`src/rtl/core/oal_pkg.sv`:
```
// ----------------------------------------------------------------------------
// oal_pkg: shared types and codes of the ordered array list
// Request and result item layouts, request kinds, status codes and the
// control bundle that the top level broadcasts to every list cell.
// ----------------------------------------------------------------------------
package oal_pkg;

	// request kinds
	localparam logic [2:0] KIND_INSERT = 3'd0;
	localparam logic [2:0] KIND_REMOVE = 3'd1;
	localparam logic [2:0] KIND_EXISTS = 3'd2;
	localparam logic [2:0] KIND_READ   = 3'd3;
	localparam logic [2:0] KIND_CLEAR  = 3'd4;

	// status codes
	localparam logic [1:0] ST_OK      = 2'd0;
	localparam logic [1:0] ST_FULL    = 2'd1;
	localparam logic [1:0] ST_RANGE   = 2'd2;
	localparam logic [1:0] ST_MISSING = 2'd3;

	typedef struct packed {
		logic [2:0]  kind;
		logic [6:0]  position;
		logic [31:0] value;
	} req_t;

	typedef struct packed {
		logic [31:0] read_value;
		logic        found;
		logic [6:0]  entry_count;
		logic [1:0]  status;
	} res_t;

	// broadcast to all cells
	typedef struct packed {
		logic compare;   // register match and read select
		logic insert;    // commit an insert at the request position
		logic remove;    // close the gap at the first match
	} cell_ctrl_t;

endpackage

```
`src/rtl/core/oal_cell.sv`:
```
// ----------------------------------------------------------------------------
// oal_cell: one list cell
// Holds one word, compares it with the request, and loads the request value
// or its lower neighbor on insert, or its upper neighbor on remove.
// ----------------------------------------------------------------------------
module oal_cell #(
	parameter int WORD_BITS = 32,
	parameter int CMP_W     = 7,
	parameter int IDX       = 0
) (
	input  logic                  clk,
	input  logic                  arst_n,
	input  oal_pkg::cell_ctrl_t   ctrl,
	input  logic [CMP_W-1:0]      pos,
	input  logic [CMP_W-1:0]      count,
	input  logic [WORD_BITS-1:0]  value,
	input  logic [WORD_BITS-1:0]  lower_word,
	input  logic [WORD_BITS-1:0]  upper_word,
	input  logic                  take_upper,
	output logic [WORD_BITS-1:0]  word,
	output logic                  hit,
	output logic [WORD_BITS-1:0]  sel
);

	localparam logic [CMP_W-1:0] IDX_C = CMP_W'(IDX);

	logic [WORD_BITS-1:0] word_q;
	logic [WORD_BITS-1:0] sel_q;
	logic                 hit_q;

	always_ff @(posedge clk or negedge arst_n) begin
		if (!arst_n) begin
			hit_q <= 1'b0;
		end else if (ctrl.compare) begin
			hit_q <= (IDX_C < count) && (word_q == value);
		end
	end

	always_ff @(posedge clk) begin
		if (ctrl.compare) begin
			sel_q <= (IDX_C == pos) ? word_q : '0;
		end
		if (ctrl.insert) begin
			if (IDX_C == pos) begin
				word_q <= value;
			end else if (IDX_C > pos) begin
				word_q <= lower_word;
			end
		end else if (ctrl.remove && take_upper) begin
			word_q <= upper_word;
		end
	end

	assign word = word_q;
	assign hit  = hit_q;
	assign sel  = sel_q;

endmodule

```
`config.mk`:
```
export PLATFORM = sky130hd
export DESIGN_NAME = oal_cell
export DESIGN_NICKNAME = d
export VERILOG_FILES = /design/src/rtl/core/oal_pkg.sv /design/src/rtl/core/oal_cell.sv
export SDC_FILE = /design/constraint.sdc
export NUM_CORES = 1
export LEC_CHECK = 0
export ABC_AREA = 1
export ABC_CLOCK_PERIOD_IN_PS = 1000
export BUFFER_PORTS_ARGS = -buffer_cell sky130_fd_sc_hd__buf_2
export CAP_MARGIN = 20
export CORE_ASPECT_RATIO = 1.5
export CORE_MARGIN = 4
export CORE_UTILIZATION = 30
export DETAILED_ROUTE_END_ITERATION = 10
export GPL_TIMING_DRIVEN = 0
export PLACE_DENSITY = 0.67
export SYNTH_ARGS = -nofsm -noshare
export SYNTH_HDL_FRONTEND = slang
export SYNTH_SLANG_ARGS = --single-unit
```
`constraint.sdc`:
```
create_clock -name clk -period 1 [get_ports clk]
set_input_delay 0.3 -clock clk [delete_from_list [all_inputs] [get_ports clk]]
set_output_delay 0.3 -clock clk [all_outputs]
set_load 0.1 [all_outputs]
```
# After elaboration in Yosys (flattened, before gate mapping)
# Index checks and enable logic that the tools add are counted.
[op_classes] order_cmp=2 eq_ne=2 mux=4 reduce_logical=5
[op_table] op="32-bit two-way mux" n=4
[op_table] op="32-bit == test" n=1
[op_table] op="1-bit by 7-bit > comparator with 1-bit output, first input constant" n=1
[op_table] op="7-bit zero test" n=1
[op_table] op="1-bit by 7-bit less-than comparator with 1-bit output, first input constant" n=1
[op_table] op="3-bit by 1-bit != test with 1-bit output, second input constant" n=1
[op_table] op="1-bit logical AND" n=2
[op_table] op="2-bit AND reduction" n=1
[op_table] op="2-bit nonzero test" n=1
[word_totals] reg_bits=65 in_bits=116 out_inout_bits=65 word_cells=16

# Longest topological paths before layout
[logic_depth] ltp_word=4 ltp_mapped=10 ltp_nobuf=10

# Worst setup path after synthesis
# No wires, ideal clock.
[synth_timing] path_kind="input -> register" start="input pos[5]" end="register word_q[0] (netlist: word[0]), enable pin" setup_ns=0.425 arrival_time_ns=2.369 required_time_ns=0.575 slack_ns=-1.794 stages=7 cell_sequence="nor2_1 > nand2_1 > nor2_4 > inv_2 > buf_6 > buf_6 > o21ai_1"
[synth_via] elab_chain_cells=3 word_cells_on_any_way=4 cone_classes="order compare (1); eq/ne (1); reduce/logical (2)"
[synth_lines] item="start, declared" line_no="oal_cell.sv:14" rtl="input logic [CMP_W-1:0] pos,"
[synth_lines] item="1-bit by 7-bit > comparator with 1-bit output / 7-bit zero test (equally long branches)" line_no="oal_cell.sv:46, oal_cell.sv:44"
[synth_lines] item="3-bit by 1-bit != test with 1-bit output (no line) *"
[synth_lines] item="2-bit AND reduction (no line) *"
[synth_lines] item="end signal, assigned" line_no="oal_cell.sv:45" rtl="word_q <= value;"
[synth_lines] item="end signal, assigned" line_no="oal_cell.sv:47" rtl="word_q <= lower_word;"
[synth_lines] item="end signal, assigned" line_no="oal_cell.sv:50" rtl="word_q <= upper_word;"
[synth_lines] item="end, declared" line_no="oal_cell.sv:27" rtl="logic [WORD_BITS-1:0] word_q;"
# Mark *: on every way between the ends. The rest lies on a longest branch, timed or not.
# A chain may end at the register's enable or synchronous reset.

# Worst setup path after layout
[layout_timing] start="input pos[2]" end="register word_q[30] (netlist: word[30]), enable pin"
# Same word-level chain as after synthesis.

==> results.md <==
- Status: finished with violations
- Failing checks: negative setup slack
- Global Route Usage Sum: 0.1721
- Area contributors post-synth: edfxtp_1, nand2_1, nor2_1
- Num CTS Buffers: 9
- DIE AREA: between 10,000 and 15,000 um^2
- Die W: between 90 and 100 um
- Vias: between 3,000 and 4,000
- Peak fanout along the critical path: 7
- R2R cell count: 7
- FFs w/ async S/R, synth: 0.01538
- Max Cap Violations: 0
- Top FF cell, synth: edfxtp_1
- Slew HR: 0.6703
- Unrepaired setup endpoints after global routing: true
- Total wire length: roughly 12,000 um
- CP Data Required Time: roughly 1.0 ns
- Antenna-violating nets left: 0
- Type of the most critical hold path: in -> reg
- Syn Area/Cell: slightly above 8 um^2
- Total grt overflow: 0
- Detailed-route wire length per cell: 15.17 um
- Final Power: between 8 and 9 mW
- Post-synth top cells: nand2_1, nor2_1, edfxtp_1
- Rows: 47
- Slew @ Worst Pin: approximately 0.49 ns
- Yosys top cell by area: edfxtp_1
- Clk_lat worst skew: ~0.33 ns
- Layout cells sized above 1: 0.4207
- Power density over the cells: around 1400 nW/um^2
- Max-slew violations: 0
- Vias in the first global route: approximately 3,500
- Fin Clk Skew: ~0.012 ns
- DR iter-0 viols: 120
- CTS tree: yes
- RR Startpoint: word[16]
- Worst Path Arrival: around 1.4 ns
- Synthesized area: approximately 3500 um^2
- Fin Setup TNS: -33.16 ns
- Post-synthesis sequential area ratio: 0.5601
- Yosys reg bits: between 60 and 70
- Clock Pin Slew Worst Setup and Hold Paths: around 0.060 ns
- Hold Path Sink: word[12]
- Max Fclk: 745.4 MHz
- Vias/cell: approximately 4.5
- Core area: between 10,000 and 15,000 um^2
- IO Pins: around 180
- Final critical-path required period: about 1.3 ns
- Mapped Cells: about 420
- Initial antenna violation count: 0
- Number of flops mapped to enable cells by yosys: 64
- Worst Hold Path Cells: 3
- Fill cells: roughly 1,000
- Distinct cell type count after synthesis: 19
- Port Buffers: between 150 and 200
- Clk sink count: 65
- Most common cell in the netlist: nand2_1
- Crit share post-route: 1.342
- Drc violations: 0
- First-pass GRT wire length: 17,240 um
- Pleak: 2.769 nW
- Post-DP HPWL: 8827 um
- Fin area: 5748 um^2
- R2r setup slk: -0.27 ns
- CTS H-tree lvls: 3
- Hold_sp: upper_word[12]
- Worst flop-to-flop path endpoint: hit
- Final net count: 750
- Mapped Nets: 540
- Maximum VDD drop: 0.0008017 V
- CTS max path bufs: 2
- YS warnings: 0
- ANT cells: 0
- Initial core utilization: 0.3111
- Final Setup Violations: between 150 and 200
- DP Area: roughly 4600 um^2
- Worst Setup Start Kind: primary input
- DR pass1 iterations: 4
- Final Core Density: 0.5144
- CP Class: in -> reg
- RePlAce Congestion: 0.8475
- Clk Tree Root Cell: clkbuf_16
- Largest net degree at the start of global routing: 35
- Area delta synth->final: 65.37%
- Yosys top cell area share: 0.5529
- Hold Vio Cnt, Final: 0
- Chip Height: between 100 and 150 um
- CP endpoint kind: flop
- Final WS setup: -0.3415 ns
==> through the flow <==
stage          cells  hold WS, ns  setup WS, ns
6_report         784       0.2495       -0.3415
5_1_grt          784       0.2604       -0.3963
4_1_cts          779       0.2447       -0.3701
3_5_place_dp     751      0.07874        -1.519
3_3_place_gp     751      0.07522        -1.458
2_1_floorplan    424     0.004409       -0.8681
==> state kept, by name, indices dropped and copies added, names as in the netlist <==
register	cells
hit	1
sel	32
word	32
==> area by class of cell <==
class,instances,area (um^2),share of cell area
Sequential cell,65,1948,0.3389
Timing Repair Buffer,198,1589,0.2764
Tap cell,147,183.9,0.03200
Clock buffer,9,225.2,0.03918
Multi-Input combinational cell,279,1348,0.2344
Buffer,16,160.2,0.02786
Inverter,65,245.2,0.04266
Clock inverter,5,48.80,0.008489
==> routing by layer <==
metal / vias to the layer above / track usage / share of wire
met3: 21 / 0.03456 / 0.056
met4: 0 / 0.07196 / 0.026
met5: - / 0 / 0
met2: 129 / 0.3222 / 0.57
li1: 1766 / - / -
met1: 1619 / 0.1798 / 0.35
==> worst max-delay path, cell delays in order <==
cell     delay, ns
buf_6         0.09
nor2_4        0.09
nand2_2       0.07
nor2_4        0.13
inv_2         0.06
buf_8         0.12
buf_12        0.12
o21ai_4       0.13
buf_12        0.14
buf_12        0.12
==> power breakdown <==
group	switching (mW)	total (mW)	internal (mW)
Sequential	0.0865	3.21	3.13
Clock	1.11	2.98	1.88
Combinational	1.26	1.86	0.603
Total	2.45	8.06	5.61
==> cell families (layout without fill, tap and decap cells) <==
logic type,after synthesis,after routing,synth area share
xor+xnor,8,8,0.02016
flops,65,65,0.5601
compound gates,67,68,0.09647
buf+inv,81,293,0.09611
simple gates,203,203,0.2271
==> how the worst max path moves through the flow <==
stage	from	end	slack, ns	depth (start not counted)
after CTS	pos[4]	word[30]	-0.37	10
after global placement	pos[1]	word[14]	-1.46	8
after floorplan	pos[1]	word[0]	-0.87	7
after global routing	word[23]	hit	-0.40	10
final	pos[2]	word[30]	-0.34	10
after detailed placement	pos[5]	word[11]	-1.52	8
==> repair_timing <==
item	CTS	global route
pin swaps	7	7
resized for setup	169	38
hold buffers	1	0
setup buffers	11	5
hold endpoints to repair	1	0
endpoints found under the setup margin	162	162
cloned	2	0
==> cell usage in the layout, fill, tap and decap left out, types with 4 or more instances in the layout <==
| cell | Yosys | final |
|---|---|---|
| buf_12 | 0 | 8 |
| buf_2 | 6 | 111 |
| buf_4 | 0 | 10 |
| buf_6 | 3 | 70 |
| buf_8 | 0 | 7 |
| clkbuf_1 | 7 | 4 |
| clkbuf_16 | 0 | 9 |
| clkinv_2 | 0 | 4 |
| edfxtp_1 | 64 | 64 |
| inv_1 | 63 | 60 |
| inv_2 | 1 | 4 |
| nand2_1 | 110 | 107 |
| nand3_1 | 5 | 4 |
| nor2_1 | 81 | 53 |
| nor2_2 | 0 | 24 |
| nor2_4 | 1 | 5 |
| o21ai_0 | 40 | 35 |
| o21ai_1 | 27 | 31 |
No activity file was read; power rests on OpenSTA's default activity.
