`config.mk`:
```
export PLATFORM = sky130hd
export DESIGN_NAME = oal_prefix
export DESIGN_NICKNAME = d
export VERILOG_FILES = /design/src/rtl/core/oal_prefix.sv
export SDC_FILE = /design/constraint.sdc
export NUM_CORES = 1
export LEC_CHECK = 0
export ABC_AREA = 1
export BUFFER_PORTS_ARGS = -buffer_cell sky130_fd_sc_hd__buf_2
export CORE_UTILIZATION = 30
export DETAILED_ROUTE_END_ITERATION = 8
export GPL_TIMING_DRIVEN = 0
export PLACE_DENSITY = 0.78
export SLEW_MARGIN = 20
export SYNTH_ARGS = -nofsm -noshare
export SYNTH_HDL_FRONTEND = slang
export SYNTH_SLANG_ARGS = --single-unit
```
`constraint.sdc`:
```
create_clock -name vclk -period 0.95
set_input_delay 0.0475 -clock vclk [all_inputs]
set_output_delay 0.0475 -clock vclk [all_outputs]
set_load 0.01 [all_outputs]
```
`src/rtl/core/oal_prefix.sv`:
```
// ----------------------------------------------------------------------------
// oal_prefix: inclusive prefix OR
// Marks every cell at or above the lowest set bit, in log2(N) levels.
// ----------------------------------------------------------------------------
module oal_prefix #(
	parameter int N = 64
) (
	input  logic [N-1:0] bits,
	output logic [N-1:0] at_or_above
);

	localparam int LEVELS = $clog2(N);

	logic [N-1:0] lvl [LEVELS+1];

	always_comb begin
		lvl[0] = bits;
		for (int k = 0; k < LEVELS; k++) begin
			lvl[k+1] = lvl[k] | (lvl[k] << (1 << k));
		end
	end

	assign at_or_above = lvl[LEVELS];

endmodule

```
---- Word-level counts from Yosys, hierarchy flattened ----
Index checks and enable logic that the tools add are counted.
cells by class
  bitwise logic cells ..................... 6
operator list
  kind       count
  OR 64 bit  6
storage, ports and cells
  bits in registers ....................... 0
  input bits .............................. 64
  output and inout port bits .............. 64
  word-level logic and storage cells ...... 6

---- Longest topological paths before layout ----
Gate-level depths: netlist (run 1).
  depth after elaboration ................. 6
  gate-level depth with buffers ........... 6

---- Least setup slack after synthesis (run 1) ----
Ideal clock, no wire load.
  path kind ............................... input port to output port
  start ................................... input bits[2]
  end ..................................... output at_or_above[61]
  arrival ................................. 0.853 ns
  path slack .............................. 0.049 ns
  stages .................................. 6
  buffers on the path ..................... 0
  path through ............................ nor2_2 nand2_4 nor2_2 nand2_1 nor2_2 nand2_1
between the ends
  cells in the longest elaborated chain, start to end .. 6
ends and longest elaborated chain
  element                  RTL line  source
  start, declared          8         input logic [N-1:0] bits,
  OR 64 bit (6 in series)  19        lvl[k+1] = lvl[k] | (lvl[k] << (1 << k));
  end, declared            9         output logic [N-1:0] at_or_above
Every way passes these cells.

---- Worst setup path after layout (run 1) ----
  start ................................... input bits[6]
  end ..................................... output at_or_above[58]
The elaborated chain is that of the path after synthesis.

==> impl_metrics.py, run 1 <==
metrics = {
    "final_layout": {
        "utilization": 0.700,
        "clock_buffers": 0,
        "nFlopsAndLatches": 0,
        "area_growth_pct": 116,
        "most-common-layout-cells": "111 x buf_2, 95 x nand2_1, 59 x nor2_4, 57 x nor2_1, 35 x nor2_2",
        "layout.area.seq_um2": 0,
        "final_common_cell": "buf_2",
        "nFillCells": 359,
        "nets": 538,
        "antenna_cells": 0,
        "final_cell_area_um2": 2900,
        "drive_gt1_frac": 0.614,
    },
    "synth": {
        "synth_simple_gate_area_share": 0.897,
        "syn_avg_cell_area_um2": 4.08,
        "yosysUniqueCellTypes": 13,
        "synth_top_family_by_area": "simple AND/OR/NAND/NOR gates",
        "synth_fa_ha_area_frac": 0,
        "synthCells": 329,
        "syn-cell-area_um2": 1340,
        "synthesis.nets": 393,
        "synth_mux_area_frac": 0,
        "synth_compound_area_frac": 0,
        "ys_seq_area_frac": 0,
        "synth_warnings": 0,
        "synthXorXnorAreaFrac": 0,
    },
    "worst_setup_path": {
        "cp_num_buf_inv": 2,
        "required_ns": 0.90,
        "worstPathCellList": "buf_2 -> nor2_2 -> nand2_1 -> nor2_4 -> nand2_2 -> nor2_4 -> nand2_1 -> buf_2",
        "worst_setup_path_end_kind": "output pin",
        "arrival_ns": 1.08,
        "cpLargestDelayFamily": "simple AND/OR/NAND/NOR gates",
        "cpMaxStageDelayCell": "nor2_2",
        "critPathKind": "primary input to output pin",
        "path_max_fanout": 3,
        "slowest_delay_ns": 0.16,
        "start_kind": "primary input",
    },
    "die": {
        "core_area_um2": 4140,
        "fp.dieW_um": 68.9,
        "rows": 23,
        "die_y_um": 68.9,
        "die-area_um2": 4750,
        "initial_core_util": 0.324,
        "ioPinCount": 128,
    },
    "run": {
        "maxCapViolCount": 0,
    },
    "power_and_ir_drop": {
        "leakage_nw": 1.09,
        "ir_drop_uv": 129,
        "powerDensity_nw_per_um2": 214,
        "total_power_mw": 0.622,
    },
    "min_path": {
        "hold_path.class": "primary input to output pin",
        "hold_start": "bits[0]",
        "whs_path_depth": 3,
        "whs_endpoint": "at_or_above[0]",
    },
    "global_route": {
        "grt_pass1_vias": 2326,
        "grt_pass1_wl_um": 9440,
        "grt_max_degree": 6,
        "gr-total-overflow": 0,
        "grt_usage": 0.259,
        "antenna_found_initial": 0,
    },
    "routing": {
        "avgViaCountPerCell": 4.89,
        "vias": 2551,
        "post-route-drc-count": 0,
        "first_pass_iters": 4,
        "avgRoutedWirePerCell_um": 13.0,
        "routed_wl_um": 6790,
        "drt_iter0_drc": 59,
        "detail-route-antenna-nets": 0,
    },
    "timing": {
        "setup_ws_ns": -0.181,
        "rsz0062_at_grt": "true",
        "post-route-period-util": 1.19,
        "final.min_clock_period_ns": 1.13,
        "worst_slew_pin_slew_ns": 0.190,
        "slew_viol_final": 0,
        "setup_violations": 53,
        "fmax_ghz": 0.884,
        "slew_headroom": 0.874,
        "whs_ns": 0.375,
        "hold_viol": 0,
    },
    "status": {
        "status": "finished with violations",
        "violations": "setup timing",
    },
    "placed_design": {
        "post-dp-hpwl_um": 4910,
        "place_area_um2": 2050,
        "io_buffers": 128,
        "post-place-ws_ns": -0.255,
        "gp_congestion": 0.883,
    },
    "cts": {
        "cts_hold_buf": 0,
    },
}
## cells by family after synthesis
group / count (synthesis)
AND/OR/NAND/NOR: 293
buffers and inverters: 36
## timing repair
| action | CTS | global route |
|---|---|---|
| endpoints found under the setup margin | 47 | 55 |
| gates resized for setup | 152 | 62 |
| pin swaps | 48 | 26 |
| setup buffers | 10 | 5 |
## power breakdown
| part | total, mW | switching (mW) | leakage [nW] | internal [mW] |
|---|---|---|---|---|
| clock | 0 | 0 | 0 | 0 |
| combinational | 0.622 | 0.376 | 1.09 | 0.246 |
| sequential | 0 | 0 | 0 | 0 |
## routing by layer
metal / vias up / part of all wire / routed length, um / GRT usage
met3: 20 / 0.085 / 576 / 0.0148
met5: - / 0 / 0 / 0
li1: 1251 / - / - / -
met4: 0 / 0.027 / 184 / 0.0357
met1: 1131 / 0.37 / 2510 / 0.274
met2: 149 / 0.52 / 3520 / 0.550
## worst max-delay path by stage
| stage | startpoint | endpoint | slack [ns] | depth (start not counted) |
|---|---|---|---|---|
| finish | bits[6] | at_or_above[58] | -0.18 | 8 |
| floorplan | bits[2] | at_or_above[61] | 0.05 | 6 |
| global route | bits[6] | at_or_above[62] | -0.24 | 8 |
| CTS | bits[1] | at_or_above[48] | -0.12 | 8 |
| detailed placement | bits[0] | at_or_above[58] | -0.25 | 8 |
| global placement | bits[0] | at_or_above[42] | -0.23 | 8 |
## per-stage QoR
| step | TNS, ns | instances |
|---|---|---|
| global placement | -7.07 | 507 |
| global route | -9.40 | 522 |
| finish | -6.41 | 522 |
| detailed placement | -7.92 | 507 |
| CTS | -3.87 | 517 |
| floorplan | 0 | 329 |
## area by class of cell
class	count	area (um^2)	area share
plain buffers	1	7.51	0.00259
repair buffers	143	867	0.299
well taps	50	62.6	0.0216
multi-input cells	293	1830	0.632
inverters	35	131	0.0453
## tightest hold or removal path, cell delays in order
cell and delay, ns:
buf_6 0.08, buf_4 0.09, buf_2 0.11
## synthesized netlist by cell type
cell type,count,area share
and2_1,3,0.014
buf_4,1,0.0056
inv_1,30,0.084
inv_2,5,0.014
nand2_1,126,0.35
nand2_2,6,0.028
nand2_4,2,0.017
nand3_1,3,0.011
nand3b_1,1,0.0056
nor2_1,138,0.39
nor2_2,11,0.051
nor2_4,2,0.017
nor2_8,1,0.015
No activity file was read; power rests on OpenSTA's default activity.
==> run 2, diff against run 1 <==
--- a/config.mk
+++ b/config.mk
@@ -5,12 +5,11 @@
 export SDC_FILE = /design/constraint.sdc
 export NUM_CORES = 1
 export LEC_CHECK = 0
-export ABC_AREA = 1
 export BUFFER_PORTS_ARGS = -buffer_cell sky130_fd_sc_hd__buf_2
-export CORE_UTILIZATION = 30
+export CORE_UTILIZATION = 29
 export DETAILED_ROUTE_END_ITERATION = 8
 export GPL_TIMING_DRIVEN = 0
-export PLACE_DENSITY = 0.78
+export PLACE_DENSITY = 0.95
 export SLEW_MARGIN = 20
 export SYNTH_ARGS = -nofsm -noshare
 export SYNTH_HDL_FRONTEND = slang
==> run 2 against run 1 <==
The run now fails in clock tree synthesis (4_1_cts); synthesized cell count fell by 62%; area after synthesis fell by 45%.
==> impl_metrics.py, run 2 <==
metrics = {
    "die": {
        "ioPinCount": 128,
        "initial_core_util": 0.319,
        "fp.dieW_um": 52.5,
        "rows": 17,
        "die_y_um": 52.5,
    },
    "synth": {
        "synthesis.nets": 189,
        "synth_warnings": 0,
        "yosys-top-cells-count": "18 x nor2_1, 15 x nand2_1, 12 x nand3_1, 8 x nor4_1, 8 x or3_1",
        "yosysUniqueCellTypes": 24,
        "syn_avg_cell_area_um2": 5.93,
        "ys_seq_area_frac": 0,
        "syn-cell-area_um2": 741,
        "yosysMostFrequentCell": "nor2_1",
        "yosysTopAreaCell": "nor2_1",
        "netlist.area_leader.share": 0.0912,
        "synthCells": 125,
        "synth_area_leaders": "nor2_1 9.1%, nand3_1 8.1%, nand2_1 7.6%",
    },
    "cts": {
        "cts_hold_buf": 0,
        "cts_resized": 60,
        "cts_setup_buffers": 22,
    },
    "placed_design": {
        "post-place-ws_ns": -0.988,
        "io_buffers": 128,
        "dp_cells": 281,
        "gp_congestion": 0.785,
        "post-dp-hpwl_um": 3080,
    },
    "status": {
        "haltStage": "clock tree synthesis (4_1_cts)",
        "error": "[ERROR DPL-0033] detailed placement checks failed during check placement.",
        "status": "aborted with a tool error",
    },
}
==> run 2: cells by family after synthesis <==
family,Yosys count,share of synthesized area
buffers and inverters,10,0.0625
and+or+nand+nor,115,0.938
==> run 2: per-stage QoR <==
step           area, um^2  hold WS, ns
2_1_floorplan        1040        0.187
3_3_place_gp         1710        0.377
3_5_place_dp         1710        0.375
==> run 3, diff against run 2 <==
--- a/config.mk
+++ b/config.mk
@@ -6,10 +6,10 @@
 export NUM_CORES = 1
 export LEC_CHECK = 0
 export BUFFER_PORTS_ARGS = -buffer_cell sky130_fd_sc_hd__buf_2
-export CORE_UTILIZATION = 29
+export CORE_UTILIZATION = 20
 export DETAILED_ROUTE_END_ITERATION = 8
 export GPL_TIMING_DRIVEN = 0
-export PLACE_DENSITY = 0.95
+export PLACE_DENSITY_LB_ADDON = 0.15
 export SLEW_MARGIN = 20
 export SYNTH_ARGS = -nofsm -noshare
 export SYNTH_HDL_FRONTEND = slang
==> run 3 against run 2 <==
The flow now finishes, with violations (setup timing); area after synthesis did not move; synthesized cell count did not move.
==> impl_metrics.py, run 3 <==
metrics = {
    "routing": {
        "routed_wl_um": 4570,
        "detail-route-antenna-nets": 0,
        "avgViaCountPerCell": 4.86,
        "post-route-drc-count": 0,
        "avgRoutedWirePerCell_um": 13.9,
        "vias": 1595,
        "drt_iter0_drc": 28,
        "first_pass_iters": 4,
    },
    "timing": {
        "final.min_clock_period_ns": 1.84,
        "rsz0062_at_grt": "true",
        "post-route-period-util": 1.94,
        "worst_slew_pin_slew_ns": 0.417,
        "hold_viol": 0,
        "slew_headroom": 0.719,
        "setup_violations": 59,
        "setup_ws_ns": -0.891,
        "fmax_ghz": 0.543,
        "slew_viol_final": 0,
    },
    "synth": {
        "syn-cell-area_um2": 741,
        "syn_avg_cell_area_um2": 5.93,
        "ys_seq_area_frac": 0,
        "yosysTopAreaCell": "nor2_1",
        "synth_warnings": 0,
        "yosysMostFrequentCell": "nor2_1",
        "yosys-top-cells-count": "18 x nor2_1, 15 x nand2_1, 12 x nand3_1, 8 x nor4_1, 8 x or3_1",
        "synthesis.nets": 189,
        "yosysUniqueCellTypes": 24,
        "netlist.area_leader.share": 0.0912,
        "synthCells": 125,
        "synth_area_leaders": "nor2_1 9.1%, nand3_1 8.1%, nand2_1 7.6%",
    },
    "final_layout": {
        "area_growth_pct": 223,
        "nFlopsAndLatches": 0,
        "clock_buffers": 0,
        "multiInputGateArea_um2": 1030,
        "nets": 348,
        "antenna_cells": 0,
        "nFillCells": 273,
        "final_common_cell": "buf_2",
        "drive_gt1_frac": 0.755,
        "final_cells": 328,
        "most-common-layout-cells": "90 x buf_2, 50 x buf_6, 16 x nor2_1, 13 x buf_4, 10 x nand2_4",
        "layout.area.seq_um2": 0,
    },
    "worst_setup_path": {
        "cp_num_buf_inv": 3,
        "start_kind": "primary input",
        "cp_common_cell": "or4_4",
        "slowest_delay_ns": 0.55,
        "worstPathCellList": "buf_6 -> or4_4 -> or4_4 -> buf_4 -> nor4b_4 -> nand4b_1 -> buf_2",
        "cpMaxStageDelayCell": "or4_4",
        "path_max_fanout": 4,
        "arrival_ns": 1.79,
        "worst_setup_path_end_kind": "output pin",
        "required_ns": 0.90,
        "cpLargestDelayFamily": "simple AND/OR/NAND/NOR gates",
        "critPathKind": "primary input to output pin",
    },
    "run": {
        "maxCapViolCount": 0,
    },
    "status": {
        "violations": "setup timing",
        "status": "finished with violations",
    },
    "min_path": {
        "hold_path.class": "primary input to output pin",
    },
    "placed_design": {
        "io_buffers": 128,
        "dp_cells": 299,
        "post-dp-hpwl_um": 3080,
        "post-place-ws_ns": -1.06,
        "gp_congestion": 0.745,
    },
    "die": {
        "core_area_um2": 3440,
        "die_y_um": 62.9,
        "initial_core_util": 0.215,
        "die-area_um2": 3950,
        "rows": 21,
        "ioPinCount": 128,
        "fp.dieW_um": 62.9,
    },
    "power_and_ir_drop": {
        "leakage_nw": 1.10,
        "powerDensity_nw_per_um2": 147,
        "total_power_mw": 0.351,
        "ir_drop_uv": 168,
    },
    "cts": {
        "cts_hold_buf": 0,
    },
    "global_route": {
        "grt_pass1_vias": 1575,
        "antenna_found_initial": 0,
        "gr-total-overflow": 0,
        "grt_pass1_wl_um": 6830,
        "grt_usage": 0.207,
        "grt_max_degree": 11,
    },
}
[run 3: what timing repair did]
| action | 4_1_cts | 5_1_grt |
|---|---|---|
| setup endpoints to repair | 58 | 60 |
| pin swaps | 15 | 8 |
| gates cloned | 2 | 0 |
| buffers inserted | 25 | 9 |
| gates resized for setup | 62 | 20 |
[run 3: area by class of cell]
type               instances  area share
multi-input cells        115       0.430
plain buffers              4      0.0246
well taps                 46      0.0241
inverters                  5     0.00890
repair buffers           158       0.512
[run 3: worst min-delay path, stage by stage]
cell	delay (ns)
buf_2	0.07
nand4b_1	0.09
buf_2	0.12
[run 3: metal layers]
layer,wire length (um),track usage
met4,14,0.00872
met3,326,0.0310
met2,2590,0.433
met5,0,0
met1,1640,0.220
[run 3: power by group]
group | total, mW | internal (mW) | switching [mW]
combinational | 0.351 | 0.189 | 0.163
sequential | 0 | 0 | 0
clock | 0 | 0 | 0
[run 3: final timing paths]
check / slack (ns) / from / cells past startpoint / to
hold / removal: 0.38 / bits[63] / 3 / at_or_above[63]
setup / recovery: -0.89 / bits[43] / 7 / at_or_above[63]
[run 3: cells by family (layout without fill, tap and decap cells)]
| logic type | Yosys count | count (layout) | synth area share |
|---|---|---|---|
| AND/OR/NAND/NOR | 115 | 115 | 0.938 |
| buffers and inverters | 10 | 167 | 0.0625 |
[run 3: through the flow]
step                      TNS, ns  utilization  instance area [um^2]  hold slack [ns]
after global placement     -39.60        0.504                  1740            0.375
after detailed placement   -39.76        0.504                  1740            0.380
after global routing       -40.37        0.695                  2390            0.393
final                      -36.97        0.695                  2390            0.377
after floorplan            -21.62            -                  1040            0.187
after CTS                  -36.05        0.677                  2330            0.377
